<file path="src/rtl/core/fshl_pkg.sv">
// Shared widths, types and helper functions of the stepped fan level block.
package fshl_pkg;

	localparam int TEMP_W      = 10;
	localparam int LEVEL_W     = 3;
	localparam int RPM_W       = 16;
	localparam int CFG_IDX_W   = 3;
	localparam int CFG_DATA_W  = 64;
	localparam int NUM_REGS    = 7;
	localparam int LEVELS_DEF  = 7;
	localparam int BYTE_W      = 8;
	localparam int RPM_LSB     = 48;

	// Byte offsets of the threshold fields in one level register.
	localparam int ON_CPU_LSB  = 0;
	localparam int ON_REG_LSB  = 8;
	localparam int ON_CHG_LSB  = 16;
	localparam int OFF_CPU_LSB = 24;
	localparam int OFF_REG_LSB = 32;
	localparam int OFF_CHG_LSB = 40;

	typedef logic signed [TEMP_W-1:0] temp_t;
	typedef logic [CFG_DATA_W-1:0]    level_word_t;
	typedef logic [RPM_W-1:0]         rpm_t;

	// Direction of the change between the stored and the new reading.
	typedef struct packed {
		logic fell;
		logic rose;
	} walk_ctl_t;

	// Sign-extends a threshold byte to the temperature width.
	function automatic temp_t sbyte_ext(input logic [BYTE_W-1:0] b);
		return {{(TEMP_W - BYTE_W){b[BYTE_W-1]}}, b};
	endfunction

endpackage

</file>
<file path="src/rtl/core/fshl_lane.sv">
// One level lane: compares a reading against the on and off points of one level.
module fshl_lane (
	input  fshl_pkg::temp_t       t_cpu,
	input  fshl_pkg::temp_t       t_reg,
	input  fshl_pkg::temp_t       t_chg,
	input  fshl_pkg::level_word_t level_word,
	output logic                  go_up,
	output logic                  go_down
);
	import fshl_pkg::*;

	temp_t on_cpu, on_reg, on_chg;
	temp_t off_cpu, off_reg, off_chg;

	assign on_cpu  = sbyte_ext(level_word[ON_CPU_LSB  +: BYTE_W]);
	assign on_reg  = sbyte_ext(level_word[ON_REG_LSB  +: BYTE_W]);
	assign on_chg  = sbyte_ext(level_word[ON_CHG_LSB  +: BYTE_W]);
	assign off_cpu = sbyte_ext(level_word[OFF_CPU_LSB +: BYTE_W]);
	assign off_reg = sbyte_ext(level_word[OFF_REG_LSB +: BYTE_W]);
	assign off_chg = sbyte_ext(level_word[OFF_CHG_LSB +: BYTE_W]);

	// The cpu alone can push the level up; the 5V and charger sensors only together.
	assign go_up   = (t_cpu > on_cpu) || ((t_reg > on_reg) && (t_chg > on_chg));
	assign go_down = (t_cpu < off_cpu) && (t_reg < off_reg) && (t_chg < off_chg);

endmodule

</file>
<file path="src/rtl/core/fshl_merge.sv">
// Merge stage: turns the per-level lane flags into the next fan level.
module fshl_merge #(
	parameter int LEVELS = fshl_pkg::LEVELS_DEF,
	parameter int LW     = $clog2(LEVELS)
) (
	input  logic [LW-1:0]       lv_now,
	input  fshl_pkg::walk_ctl_t ctl,
	input  logic [LEVELS-1:0]   up_vec,
	input  logic [LEVELS-1:0]   dn_vec,
	output logic [LW-1:0]       lv_next
);
	import fshl_pkg::*;

	logic [LW-1:0] lv_up;
	logic [LW-1:0] lv_dn;

	// Walking up stops at the first level at or above the current one whose
	// on points are not exceeded; running off the top clamps to the top level.
	always_comb begin
		lv_up = LW'(LEVELS - 1);
		for (int j = LEVELS - 1; j >= 0; j--) begin
			if ((LW'(j) >= lv_now) && !up_vec[j]) begin
				lv_up = LW'(j);
			end
		end
	end

	// Walking down stops at the highest level at or below the current one
	// whose off points are not all above the reading, or at level zero.
	always_comb begin
		lv_dn = '0;
		for (int j = 0; j < LEVELS; j++) begin
			if ((LW'(j) <= lv_now) && ((j == 0) || !dn_vec[j])) begin
				lv_dn = LW'(j);
			end
		end
	end

	always_comb begin
		priority if (ctl.fell) begin
			lv_next = lv_dn;
		end else if (ctl.rose) begin
			lv_next = lv_up;
		end else begin
			lv_next = lv_now;
		end
	end

endmodule

</file>
<file path="src/rtl/core/fan_step_hysteresis_level.sv">
// Top level of the stepped fan curve with hysteresis for fan channel 0.
//
//   channel | direction | handshake          | payload
//   --------+-----------+--------------------+-----------------------------------------
//   in      | to block  | in_valid/in_stall  | cpu_temp, temp_regulator, charger_temp,
//           |           |                    | powered
//   out     | from block| out_valid/out_stall| target_rpm, fan_level
//   cfg     | to block  | cfg_valid/cfg_ready| cfg_index, cfg_data (one level register)
//
// A powered item is first registered into the compare stage; there the level lanes and
// the merge stage pick the new level and load the output register.
// in_stall is high only while an item sits in the compare stage, so no new item is taken
// then; the item waits there while a stalled result holds the output register.
// An item with powered low is accepted and dropped without a result.
// Reset clears the level, the stored reading and all level registers; cfg_ready stays high.
module fan_step_hysteresis_level #(
	parameter int LEVELS = fshl_pkg::LEVELS_DEF
) (
	input  logic                           clk,
	input  logic                           arst_n,

	input  logic                           in_valid,
	output logic                           in_stall,
	input  fshl_pkg::temp_t                cpu_temp,
	input  fshl_pkg::temp_t                temp_regulator,
	input  fshl_pkg::temp_t                charger_temp,
	input  logic                           powered,

	output logic                           out_valid,
	input  logic                           out_stall,
	output logic [fshl_pkg::RPM_W-1:0]     target_rpm,
	output logic [fshl_pkg::LEVEL_W-1:0]   fan_level,

	input  logic                           cfg_valid,
	output logic                           cfg_ready,
	input  logic [fshl_pkg::CFG_IDX_W-1:0] cfg_index,
	input  logic [fshl_pkg::CFG_DATA_W-1:0] cfg_data
);
	import fshl_pkg::*;

	localparam int LW = $clog2(LEVELS);

	// Level table, one register per level. Each lane reads its own entry only.
	level_word_t   level_reg_q [LEVELS];

	// Persistent state: current level and the previous reading.
	logic [LW-1:0] level_now_q;
	temp_t         last_cpu_q, last_reg_q, last_chg_q;

	// Compare stage.
	logic          s1_valid_q;
	temp_t         t_cpu_s1, t_reg_s1, t_chg_s1;

	// Output register.
	logic          out_valid_q;
	rpm_t          rpm_q;
	logic [LW-1:0] fan_level_q;

	logic              in_acc;
	logic              s1_done;
	walk_ctl_t         ctl;
	logic [LEVELS-1:0] up_vec;
	logic [LEVELS-1:0] dn_vec;
	logic [LW-1:0]     lv_next;

	assign cfg_ready = 1'b1;
	assign in_stall  = s1_valid_q;
	assign in_acc    = in_valid && !in_stall;

	// The compare stage hands its result on as soon as the output register is free
	// or is being emptied in the same cycle.
	assign s1_done = s1_valid_q && (!out_valid_q || !out_stall);

	// Configuration writes. Only the registers of the table exist; a level
	// without a register, if any, keeps reading as zero.
	always_ff @(posedge clk or negedge arst_n) begin
		if (!arst_n) begin
			for (int i = 0; i < LEVELS; i++) begin
				level_reg_q[i] <= '0;
			end
		end else if (cfg_valid && cfg_ready) begin
			for (int i = 0; i < LEVELS; i++) begin
				if ((i < NUM_REGS) && (int'(cfg_index) == i)) begin
					level_reg_q[i] <= cfg_data;
				end
			end
		end
	end

	// Stage one: capture a powered reading.
	always_ff @(posedge clk or negedge arst_n) begin
		if (!arst_n) begin
			s1_valid_q <= 1'b0;
		end else if (in_acc && powered) begin
			s1_valid_q <= 1'b1;
		end else if (s1_done) begin
			s1_valid_q <= 1'b0;
		end
	end

	always_ff @(posedge clk) begin
		if (in_acc && powered) begin
			t_cpu_s1 <= cpu_temp;
			t_reg_s1 <= temp_regulator;
			t_chg_s1 <= charger_temp;
		end
	end

	// Any sensor falling takes precedence over any sensor rising.
	assign ctl.fell = (t_cpu_s1 < last_cpu_q) || (t_reg_s1 < last_reg_q) ||
	                  (t_chg_s1 < last_chg_q);
	assign ctl.rose = (t_cpu_s1 > last_cpu_q) || (t_reg_s1 > last_reg_q) ||
	                  (t_chg_s1 > last_chg_q);

	// One lane per level evaluates the on and off conditions in parallel.
	for (genvar g = 0; g < LEVELS; g++) begin : g_lane
		fshl_lane u_lane (
			.t_cpu      (t_cpu_s1),
			.t_reg      (t_reg_s1),
			.t_chg      (t_chg_s1),
			.level_word (level_reg_q[g]),
			.go_up      (up_vec[g]),
			.go_down    (dn_vec[g])
		);
	end

	fshl_merge #(
		.LEVELS (LEVELS),
		.LW     (LW)
	) u_merge (
		.lv_now  (level_now_q),
		.ctl     (ctl),
		.up_vec  (up_vec),
		.dn_vec  (dn_vec),
		.lv_next (lv_next)
	);

	// State update when the compare stage completes.
	always_ff @(posedge clk or negedge arst_n) begin
		if (!arst_n) begin
			level_now_q <= '0;
			last_cpu_q  <= '0;
			last_reg_q  <= '0;
			last_chg_q  <= '0;
		end else if (s1_done) begin
			level_now_q <= lv_next;
			last_cpu_q  <= t_cpu_s1;
			last_reg_q  <= t_reg_s1;
			last_chg_q  <= t_chg_s1;
		end
	end

	// Output register.
	always_ff @(posedge clk or negedge arst_n) begin
		if (!arst_n) begin
			out_valid_q <= 1'b0;
		end else if (s1_done) begin
			out_valid_q <= 1'b1;
		end else if (!out_stall) begin
			out_valid_q <= 1'b0;
		end
	end

	always_ff @(posedge clk) begin
		if (s1_done) begin
			rpm_q       <= level_reg_q[lv_next][RPM_LSB +: RPM_W];
			fan_level_q <= lv_next;
		end
	end

	assign out_valid  = out_valid_q;
	assign target_rpm = rpm_q;
	assign fan_level  = LEVEL_W'(fan_level_q);

endmodule

</file>
<file path="config.mk">
export PLATFORM = sky130hd
export DESIGN_NAME = fan_step_hysteresis_level
export DESIGN_NICKNAME = d
export VERILOG_FILES = /design/src/rtl/core/fshl_pkg.sv /design/src/rtl/core/fshl_lane.sv /design/src/rtl/core/fshl_merge.sv /design/src/rtl/core/fan_step_hysteresis_level.sv
export SDC_FILE = /design/constraint.sdc
export NUM_CORES = 1
export LEC_CHECK = 0
export CAP_MARGIN = 20
export CELL_PAD_IN_SITES_DETAIL_PLACEMENT = 0
export CELL_PAD_IN_SITES_GLOBAL_PLACEMENT = 2
export CORE_MARGIN = 1
export CORE_UTILIZATION = 36
export DETAILED_ROUTE_END_ITERATION = 7
export DONT_BUFFER_PORTS = 1
export HOLD_SLACK_MARGIN = 0.02
export PLACE_DENSITY = 0.66
export SYNTH_ARGS = -nofsm -noshare
export SYNTH_HDL_FRONTEND = slang
export SYNTH_SLANG_ARGS = --single-unit
</file>
<file path="constraint.sdc">
create_clock -name clk -period 11.01 [get_ports clk]
set_clock_uncertainty 0.1 [all_clocks]
set_input_delay 0.5505 -clock clk [delete_from_list [all_inputs] [get_ports clk]]
set_output_delay 0.5505 -clock clk [all_outputs]
set_load 0.05 [all_outputs]
</file>
==> flow_summary_export.csv <==
group,metric,value,unit
placed_design,dp_slack,4862,ps
die,io_pins,125,
synth,synth_area,28230,sq um
sta,setup_ws,4856,ps
critical_path,worstPathCellList,"ha_1 -> nand4_1 -> o211a_1 -> a222oi_1 -> a222oi_1 -> a31o_2 -> o31ai_1 -> nand2_1 -> inv_2 -> nand3_1 -> o2111ai_1",
critical_path,cp_common_cell,"a222oi_1",
sta,max_freq,162.5,MHz
synth,synth.avg_cell_area,10.49,sq um
critical_path,worstPathMaxFanout,35,
critical_path,cpPeakStageDelay,880,ps
die,dieArea,79550,sq um
die,die_h,282.0,microns
drt,vias,20720,
sta,setup_tns,0,ps
synth,yosysSeqAreaShare,0.4377,
clock_tree,ctsResizeCount,0,
grt,grt_pass1_wl,132400,microns
critical_path,arrival,6500,ps
placed_design,port_buffers,0,
clock_tree,cts_sinks,484,
flow_run,cap_violations,0,
clock_tree,cts_tree,"built",
drt,drc,0,
grt,grt_pass1_vias,21370,
synth,syn-num-nets,3167,
grt,grt_max_degree,436,
critical_path,worstPathRequired,11360,ps
drt,ant_nets,0,
critical_path,crit_type,"flip-flop to flip-flop",
placed_design,place_area,29330,sq um
layout,drive_above_1_share,0.1418,
synth,synth-seq-cells,484,
layout,syn_to_final_growth,14.59,%
sta,period_minus_slack,6154,ps
synth,async_reset_ff_frac,0.8988,
layout,stdcell_area,32350,sq um
critical_path,crit_slowest_cell,"nand3_1",
run_status,status,"finished, final reports clean",
clock_tree,cts_root_buf,"clkbuf_16",
synth,synth_edf_count,49,
critical_path,r2r-start,"t_reg_s1[5]",
clock_tree,cts_buffer_depth,3,
pwr,cellPowerDensity,185.9,nW/um^2
hold_path,hp-class,"input port to flip-flop",
placed_design,gp_congestion,0.8262,
grt,globalRouteOverflowTotal,0,
drt,wl_per_cell,22.07,microns
grt,grt.total_usage,0.2180,
synth,yosysUniqueCellTypes,77,
drt,drtIter0Drc,1230,
pwr,switchingPower,1.999,mW
die,initial_utilization,0.3644,
critical_path,rrSetupSlack,4860,ps
pwr,ir_worst_vdd,139.6,uV
grt,antenna_found_initial,7,
die,die_w,282.0,microns
drt,vias_per_cell,5.362,
layout,fillCellCount,7519,
critical_path,endpoint_kind,"flip-flop",
layout,fin_nets,3246,
sta,rsz0062_at_grt,"false",
clock_tree,cts_inserted_buffers,59,
sta,hold_viol,0,
sta,slew_violations,0,
synth,syn_inst,2692,
critical_path,timing.rr.end,"target_rpm[13]",
pwr,p_leak,14.78,nW
critical_path,r2r.worst_path.cells,11,
clock_tree,path_clk_slew,60,ps
sta,setup_viol,0,
critical_path,worst_setup_path_start_kind,"flip-flop",
clock_tree,worstSkewPairLatency,650,ps
placed_design,dpl.hpwl,54840,microns
sta,whs,103.7,ps
drt,drt_first_pass_iters,8,
hold_path,worstHoldStart,"in_valid",
hold_path,holdPathEnd,"in_stall",
die,rows,102,
sta,finalCritPeriodShare,0.5590,
pwr,p_clk_frac,0.326,
hold_path,hold_path_depth,3,
pwr,seqPwrFrac,0.400,
synth,yosysWarnings,0,
sta,slew_headroom,0.2085,
drt,drt-total-wl,85240,microns
die,core,77470,sq um
sta,worstMarginPinSlew,1187,ps
clock_tree,htreeDepth,2,
pwr,p_comb_frac,0.274,
pwr,p_int,4.016,mW
synth,synth_ff_type,"dfrtp_1",
pwr,switching_share,0.3323,
-- placed cells by master, fill, tap and decap left out, types with 18 or more instances in the layout --
cell / instances
a21oi_1: 86
a211o_1: 55
nor2_1: 33
buf_4: 25
nand2b_1: 20
edfxtp_1: 49
clkbuf_16: 59
dlygate4sd3_1: 96
clkbuf_1: 19
inv_1: 350
mux2_2: 259
o21ai_0: 243
nand2_1: 227
o2111ai_1: 24
nor3_1: 29
nor2b_1: 19
o31ai_1: 57
a21o_1: 31
nand4_1: 83
dfrtp_1: 435
ha_1: 372
o21a_1: 18
-- Yosys cell counts (all sizes together), types with 34 or more instances --
master  number  area share
inv        351       0.047
dfrtp      435        0.39
o31ai       58       0.016
ha         372        0.16
a21oi       86       0.015
nand2      228       0.030
clkbuf      83       0.011
nor2        34      0.0045
a211o       55       0.017
nand4       83       0.018
o21ai      243       0.043
mux2       259        0.10
edfxtp      49       0.052
-- power groups by stage --
stage / clock network (mW) / registers (mW) / logic (mW)
3_5_place_dp: 0 / 2.44 / 1.56
6_report: 1.96 / 2.41 / 1.65
4_1_cts: 2.03 / 2.41 / 1.66
3_3_place_gp: 0 / 2.43 / 1.51
2_1_floorplan: 0 / 2.37 / 1.14
5_1_grt: 2.10 / 2.45 / 1.88
-- critical path: cells and delay by family, from the launching register on --
| family | cells | cell delay (ps) |
|---|---|---|
| buf+inv | 1 | 840 |
| fa+ha+maj | 1 | 430 |
| compound gates | 6 | 2300 |
| simple gates | 3 | 1600 |
| flops | 1 | 680 |
-- cells by family after synthesis --
group	share of synthesized area
other cells	0.0001328
buf+inv	0.06267
fa+ha+maj	0.1649
mux	0.1047
simple gates	0.08500
compound gates	0.1449
flops	0.4377
-- worst max-delay path by stage --
stage | cells past startpoint | start | to | slack [ps]
2_1_floorplan | 13 | t_chg_s1[5] | target_rpm[11] | 7440
3_3_place_gp | 11 | t_reg_s1[1] | target_rpm[8] | 5060
3_5_place_dp | 11 | t_reg_s1[4] | target_rpm[10] | 4860
4_1_cts | 11 | t_chg_s1[4] | target_rpm[15] | 4900
5_1_grt | 11 | t_reg_s1[5] | target_rpm[5] | 4470
6_report | 11 | t_reg_s1[5] | target_rpm[13] | 4860
-- sequential cells by signal, indices dropped and copies added, names as in the netlist --
| register | flops |
|---|---|
| last_cpu_q | 10 |
| fan_level | 3 |
| out_valid | 1 |
| in_stall | 1 |
| last_reg_q | 10 |
| t_cpu_s1 | 10 |
| level_now_q | 3 |
| t_chg_s1 | 10 |
| t_reg_s1 | 10 |
| level_reg_q | 400 |
| last_chg_q | 10 |
| target_rpm | 16 |
-- what timing repair did --
action | 4_1_cts | 5_1_grt
hold buffers | 96 | 1
buffers inserted | 0 | 0
endpoints found under the hold margin | 867 | 128
-- per-stage QoR --
| stage | power, mW | std cells | utilization |
|---|---|---|---|
| global placement | 3.939 | 3650 | 0.3786 |
| finish | 6.015 | 3863 | 0.4176 |
| global route | 6.427 | 3862 | 0.4176 |
| CTS | 6.090 | 3857 | 0.4164 |
| floorplan | 3.513 | 2692 | - |
| detailed placement | 3.996 | 3650 | 0.3786 |
-- per-layer routing --
layer | track usage | share of wire
met4 | 0.04696 | 0.019
met5 | 0 | 0.00057
met1 | 0.3118 | 0.49
met3 | 0.03609 | 0.043
met2 | 0.3443 | 0.45
-- cell type report --
cell class,instances,area (sq um),area share
Clock buffer,89,1699,0.05252
Tap cell,1040,1301,0.04022
Inverter,352,1323,0.04088
Clock inverter,22,254.0,0.007851
Multi-Input combinational cell,1749,14160,0.4377
Timing Repair Buffer,125,1251,0.03868
Antenna cell,2,5.005,0.0001547
Sequential cell,484,12360,0.3820
Power figures use the tool's default switching activity.
